[src/spq_pkg.sv]
// shared types and codes for the sorted priority queue
// no dependencies; imported by spq_cell, sorted_priority_queue_core and the testbench
`default_nettype none

package spq_pkg;

    localparam int ValueW = 32;
    localparam int PrioW  = 16;

    typedef enum logic [0:0] {
        REQ_PUSH = 1'b0,
        REQ_POP  = 1'b1
    } t_req;

    typedef enum logic [1:0] {
        ST_OK    = 2'd0,
        ST_EMPTY = 2'd1,
        ST_FULL  = 2'd2
    } t_status;

    typedef struct packed {
        logic signed [ValueW-1:0] value;
        logic        [PrioW-1:0]  prio;
    } t_entry;

    // per-cycle command broadcast to every cell
    typedef struct packed {
        logic push;
        logic pop;
    } t_cell_ctl;

endpackage

`default_nettype wire

[src/spq_cell.sv]
// one slot of the sorted chain: holds an entry, shifts toward its neighbors
// depends on spq_pkg
`default_nettype none

module spq_cell
    import spq_pkg::*;
(
    input  wire              i_clk,
    input  wire t_cell_ctl   i_ctl,
    input  wire              i_occ,
    input  wire t_entry      i_new,
    input  wire t_entry      i_prev,
    input  wire              i_prev_keep,
    input  wire t_entry      i_next,
    output t_entry           o_entry,
    output logic             o_keep
);

    t_entry r_entry;
    t_entry n_entry;

    // an occupied slot with equal or higher priority stays ahead of the new entry
    assign o_keep  = i_occ && (r_entry.prio >= i_new.prio);
    assign o_entry = r_entry;

    always_comb begin
        n_entry = r_entry;
        if (i_ctl.push && !o_keep) begin
            n_entry = i_prev_keep ? i_new : i_prev;
        end else if (i_ctl.pop) begin
            n_entry = i_next;
        end
    end

    always_ff @(posedge i_clk) begin
        r_entry <= n_entry;
    end

endmodule

`default_nettype wire

[src/sorted_priority_queue_core.sv]
// sorted priority queue built as a chain of spq_cell slots, head in slot 0
// depends on spq_pkg and spq_cell
//
//  channel | valid   | stall   | payload
//  --------+---------+---------+---------------------------------------------
//  request | i_valid | o_stall | i_req_type, i_element_value, i_priority_req
//  result  | o_valid | i_stall | o_popped_*, o_head_*, o_entry_count, o_status
//
// one request per cycle unless stalled; every slot compares against the new
// entry in parallel and all slots shift in the same edge, so the result follows
// in the next cycle. reset (i_rst_n low, synchronous) empties the queue; slot
// contents are not cleared. a stalled result holds the chain and stalls the
// request side; a waiting result that is taken lets a new request in that cycle.
`default_nettype none

module sorted_priority_queue_core
    import spq_pkg::*;
#(
    parameter int DEPTH = 16
) (
    input  wire                i_clk,
    input  wire                i_rst_n,
    input  wire                i_valid,
    output logic               o_stall,
    input  wire  [0:0]         i_req_type,
    input  wire  signed [31:0] i_element_value,
    input  wire  [15:0]        i_priority_req,
    output logic               o_valid,
    input  wire                i_stall,
    output logic signed [31:0] o_popped_value,
    output logic               o_popped_valid,
    output logic signed [31:0] o_head_value,
    output logic [15:0]        o_head_priority,
    output logic               o_head_valid,
    output logic [4:0]         o_entry_count,
    output logic [1:0]         o_status
);

    localparam int CW = $clog2(DEPTH + 1);

    t_entry    cells [DEPTH];
    logic      keep  [DEPTH];
    t_entry    new_entry;
    t_cell_ctl ctl;
    logic      accept;
    logic      full;
    logic      empty;
    logic      is_pop;

    logic [CW-1:0]     r_count;
    logic [CW-1:0]     n_count;
    logic              r_out_valid;
    logic              n_out_valid;
    logic signed [31:0] r_popped_value;
    logic signed [31:0] n_popped_value;
    logic              r_popped_valid;
    logic              n_popped_valid;
    t_status           r_status;
    t_status           n_status;
    logic [CW+4:0]     count_ext;

    assign o_stall   = r_out_valid && i_stall;
    assign accept    = i_valid && !o_stall;
    assign full      = (r_count == CW'(DEPTH));
    assign empty     = (r_count == '0);
    assign is_pop    = (t_req'(i_req_type) == REQ_POP);
    assign new_entry = '{value: i_element_value, prio: i_priority_req};

    assign ctl.push = accept && !is_pop && !full;
    assign ctl.pop  = accept && is_pop && !empty;

    genvar gi;
    generate
        for (gi = 0; gi < DEPTH; gi++) begin : g_cell
            localparam logic [CW-1:0] Idx = CW'(gi);
            t_entry prev_e;
            t_entry next_e;
            logic   prev_k;
            if (gi == 0) begin : g_first
                assign prev_e = new_entry;
                assign prev_k = 1'b1;
            end else begin : g_mid
                assign prev_e = cells[gi-1];
                assign prev_k = keep[gi-1];
            end
            if (gi == DEPTH - 1) begin : g_last
                assign next_e = new_entry;
            end else begin : g_inner
                assign next_e = cells[gi+1];
            end
            spq_cell u_cell (
                .i_clk       (i_clk),
                .i_ctl       (ctl),
                .i_occ       (Idx < r_count),
                .i_new       (new_entry),
                .i_prev      (prev_e),
                .i_prev_keep (prev_k),
                .i_next      (next_e),
                .o_entry     (cells[gi]),
                .o_keep      (keep[gi])
            );
        end
    endgenerate

    always_comb begin
        n_count        = r_count;
        n_out_valid    = r_out_valid && i_stall;
        n_popped_value = r_popped_value;
        n_popped_valid = r_popped_valid;
        n_status       = r_status;
        if (accept) begin
            n_out_valid    = 1'b1;
            n_popped_value = '0;
            n_popped_valid = 1'b0;
            n_status       = ST_OK;
            if (is_pop) begin
                if (empty) begin
                    n_status = ST_EMPTY;
                end else begin
                    n_popped_value = cells[0].value;
                    n_popped_valid = 1'b1;
                    n_count        = r_count - CW'(1);
                end
            end else begin
                if (full) begin
                    n_status = ST_FULL;
                end else begin
                    n_count = r_count + CW'(1);
                end
            end
        end
    end

    always_ff @(posedge i_clk) begin
        if (!i_rst_n) begin
            r_count     <= '0;
            r_out_valid <= 1'b0;
        end else begin
            r_count     <= n_count;
            r_out_valid <= n_out_valid;
        end
        r_popped_value <= n_popped_value;
        r_popped_valid <= n_popped_valid;
        r_status       <= n_status;
    end

    assign count_ext       = {5'd0, r_count};
    assign o_valid         = r_out_valid;
    assign o_popped_value  = r_popped_value;
    assign o_popped_valid  = r_popped_valid;
    assign o_head_valid    = !empty;
    assign o_head_value    = empty ? 32'sd0 : cells[0].value;
    assign o_head_priority = empty ? 16'd0 : cells[0].prio;
    assign o_entry_count   = count_ext[4:0];
    assign o_status        = r_status;

    a_count_bound: assert property (@(posedge i_clk) disable iff (!i_rst_n)
        r_count <= CW'(DEPTH))
        else $error("entry count above depth");

    a_head_order: assert property (@(posedge i_clk) disable iff (!i_rst_n)
        (r_count >= CW'(2)) |-> (cells[0].prio >= cells[1].prio))
        else $error("head slot out of priority order");

    a_push_grows: assert property (@(posedge i_clk) disable iff (!i_rst_n)
        ctl.push |=> (r_count == $past(r_count) + CW'(1)))
        else $error("push did not grow the queue");

    a_full_status: assert property (@(posedge i_clk) disable iff (!i_rst_n)
        (r_out_valid && r_status == ST_FULL) |-> (r_count == CW'(DEPTH)))
        else $error("full status with room left");

    a_pop_result: assert property (@(posedge i_clk) disable iff (!i_rst_n)
        ctl.pop |=> (r_popped_valid && r_status == ST_OK))
        else $error("pop transfer without removed value");

endmodule

`default_nettype wire

[config.mk]
export PLATFORM = sky130hd
export DESIGN_NAME = sorted_priority_queue_core
export DESIGN_NICKNAME = d
export VERILOG_FILES = /design/src/spq_pkg.sv /design/src/spq_cell.sv /design/src/sorted_priority_queue_core.sv
export SDC_FILE = /design/constraint.sdc
export NUM_CORES = 2
export LEC_CHECK = 0
export BUFFER_PORTS_ARGS = -buffer_cell sky130_fd_sc_hd__buf_2
export CORE_ASPECT_RATIO = 1.4
export CORE_MARGIN = 3
export CORE_UTILIZATION = 60
export DETAILED_ROUTE_END_ITERATION = 8
export PLACE_DENSITY = 0.8
export SYNTH_ARGS = -nofsm -noshare
export SYNTH_HDL_FRONTEND = slang
export SYNTH_SLANG_ARGS = --single-unit
[constraint.sdc]
create_clock -name i_clk -period 5.8 [get_ports i_clk]
set_clock_uncertainty 0.15 [all_clocks]
set_input_delay 0.58 -clock i_clk [delete_from_list [all_inputs] [get_ports i_clk]]
set_output_delay 0.58 -clock i_clk [all_outputs]
set_load 0.01 [all_outputs]
==> impl_metrics.csv <==
group,metric,value,unit
logic_synthesis,yosys.area.top_type,"edfxtp_1",
floorplanning,ios,144,
setup_path,critPathKind,"reg -> reg",
global_routing,antenna_found_initial,17,
route,antenna_left,0,
run_status,status,"finished clean",
sta,slew_viol_final,0,
placement,gp_congestion,0.971,
sta,finalHoldViolCount,0,
logic_synthesis,yosysSeqAreaShare,0.474,
finish,final_cell_mix,"edfxtp_1 (803), mux2_2 (494), a21oi_1 (456)",
route,avgViaCountPerCell,7.41,
floorplanning,start_util,0.606,
route,route.vias.total,42100,
route,remaining_drc_errors,0,
finish,seq_area,24200,sq um
logic_synthesis,syn-num-nets,4971,
logic_synthesis,synth.distinct_cells,73,
setup_path,cp_max_fo,38,
logic_synthesis,synth_edf_count,803,
setup_path,cp.arrival,4.83,ns
floorplanning,die_area,88800,sq um
pwr,power_density,377,nW/um^2
global_routing,overflow,0,
route,wl,166,mm
worst_hold_path,hold_class,"in -> reg",
sta,finalCriticalPeriod,4.58,ns
logic_synthesis,netlist.area_leader.share,0.472,
global_routing,grt_pass1_wl,250,mm
route,routedWlPerCell,29.2,um
logic_synthesis,syn_inst,4659,
logic_synthesis,yosys_register_bits,809,
sta,fin_tns_setup,0,ns
logic_synthesis,async_flop_share,0,
floorplanning,fp.dieH,351,um
global_routing,grt_max_degree,97,
finish,syn_to_final_growth,8.72,%
floorplanning,core_area,84300,sq um
setup_path,startpoint_type,"flip-flop",
finish,nFillCells,6254,
cts,cts-htree-levels,3,
global_routing,grt_usage,0.366,
finish,final_nets,4825,
floorplanning,die_w,253,um
cts,cts_max_path_buffers,3,
pwr,ir_worst_vdd,242,uV
cts,cts-resized-gates,0,
cts,cts_buffers,81,
finish,multiInputGateArea,25100,sq um
finish,final_common_cell,"edfxtp_1",
placement,place_hpwl,110,mm
sta,tightestPinTransition,1.30,ns
sta,relSlewSlack,0.132,
cts,cts.sinks,809,
logic_synthesis,synth.avg_cell_area,11.0,sq um
sta,fmax,0.218,GHz
logic_synthesis,synth_area_leaders,"edfxtp_1 (47%), mux2_2 (11%), ha_1 (6.3%)",
cts,post_cts_buffers,0,
cts,path_clk_slew,0.06,ns
route,drtPass1Iterations,6,
sta,post-route-period-util,0.790,
floorplanning,rows,126,
finish,drive_gt1_frac,0.212,
route,drt_iter0_markers,5671,
setup_path,critPathCaptureType,"flip-flop",
logic_synthesis,synth_warnings,0,
logic_synthesis,synth_area,51100,sq um
cts,cts_tree,"built",
finish,postLayoutCoreUtil,0.659,
pwr,p_leak,20.5,nW
sta,setup_viol,0,
setup_path,cp.required,6.04,ns
placement,io_buffer_count,143,
global_routing,grt_pass1_vias,41700,
cts,clockRootBuffer,"clkbuf_16",
cts,holdBufCountCts,0,
flow_run,cap_violations,0,
logic_synthesis,yosys_most_used_dff,"edfxtp_1",
cts,insertion_delay,0.67,ns
sta,rsz0062_at_grt,"no",
cell type report:
type                       instances  share of cell area
clock buffer                     102              0.0394
tap                             1088              0.0245
multi-input combinational       3284               0.451
timing repair buffer             278              0.0363
inverter                          59             0.00398
clock inverter                    47             0.00817
sequential                       809               0.436
antenna                           12            0.000540
cell usage after synthesis, types with 17 or more instances:
cell	instances
inv_1	59
o21a_1	23
a211o_1	55
o31ai_1	17
mux2_2	494
a21oi_1	468
buf_2	70
a211oi_1	20
edfxtp_1	803
nand3_1	285
nand2_1	188
o2bb2ai_1	49
a31oi_1	278
and3_1	36
mux2_1	31
a221o_1	47
nor2_1	39
nor3_1	65
nand4_1	55
and2_1	89
mux2i_1	196
buf_1	22
ha_1	259
o21ai_0	288
a22o_1	48
nand2b_1	30
clkbuf_1	405
o211ai_1	75
worst max-delay path, cell delays in order (launching register included):
cell and delay [ns]:
dfxtp_1 0.68, inv_1 0.13, ha_1 0.39, nor4bb_1 0.24, or3_1 0.80, a2111oi_0 0.59
o21ai_1 0.21, nand2_2 0.38, buf_12 0.32, mux2_1 0.38
state kept, by name, indices dropped and copies added, names as in the netlist:
signal	flops
g_cell.u_cell.o_entry	768
o_popped_value	32
o_entry_count	5
o_status	2
o_popped_valid	1
o_valid	1
through the flow:
stage	std cells	setup WS, ns	cell area (sq um)	hold slack, ns	power [mW]
floorplan	4659	1.17	51100	0.371	13.1
global placement	5518	1.20	52900	0.393	15.1
detailed placement	5518	1.16	52900	0.402	15.4
CTS	5667	1.32	55500	0.00350	20.8
global route	5667	1.09	55500	0.0359	21.7
finish	5679	1.22	55600	0.0217	21.0
routing by layer:
layer / up-vias / part of all wire / routed length [um] / track usage
met5: - / 0.00057 / 95 / 0
met4: 16 / 0.084 / 13900 / 0.263
met3: 843 / 0.099 / 16500 / 0.0645
met2: 3144 / 0.47 / 77800 / 0.593
met1: 20100 / 0.35 / 57600 / 0.441
li1: 17900 / - / - / -
cells by family after synthesis:
kind of cell,Yosys count,share of synthesized area
xor+xnor,3,0.000514
flops,809,0.474
fa+ha+maj,259,0.0634
simple gates,829,0.0822
compound gates,1472,0.182
buf+inv,566,0.0442
mux,721,0.154
worst paths after layout:
path | startpoint | end | slack, ns | cells after the start
max | o_entry_count[0]$_SDFFE_PN0P_ | g_cell[3].u_cell.o_entry[44]$_DFFE_PP_ | 1.22 | 9
min | i_valid | o_valid$_SDFF_PN0_ | 0.02 | 2
max reg2reg | o_entry_count[0]$_SDFFE_PN0P_ | g_cell[3].u_cell.o_entry[44]$_DFFE_PP_ | 1.22 | 9
min reg2reg | g_cell[14].u_cell.o_entry[38]$_DFFE_PP_ | g_cell[15].u_cell.o_entry[38]$_DFFE_PP_ | 0.41 | 1
power breakdown:
part           total, mW  internal (mW)  switching, mW
Combinational       6.74           2.52           4.22
Clock               5.45           3.01           2.45
Sequential          8.78           7.92          0.862
Total               21.0           13.4           7.53
(Power assumes the default switching activity.)
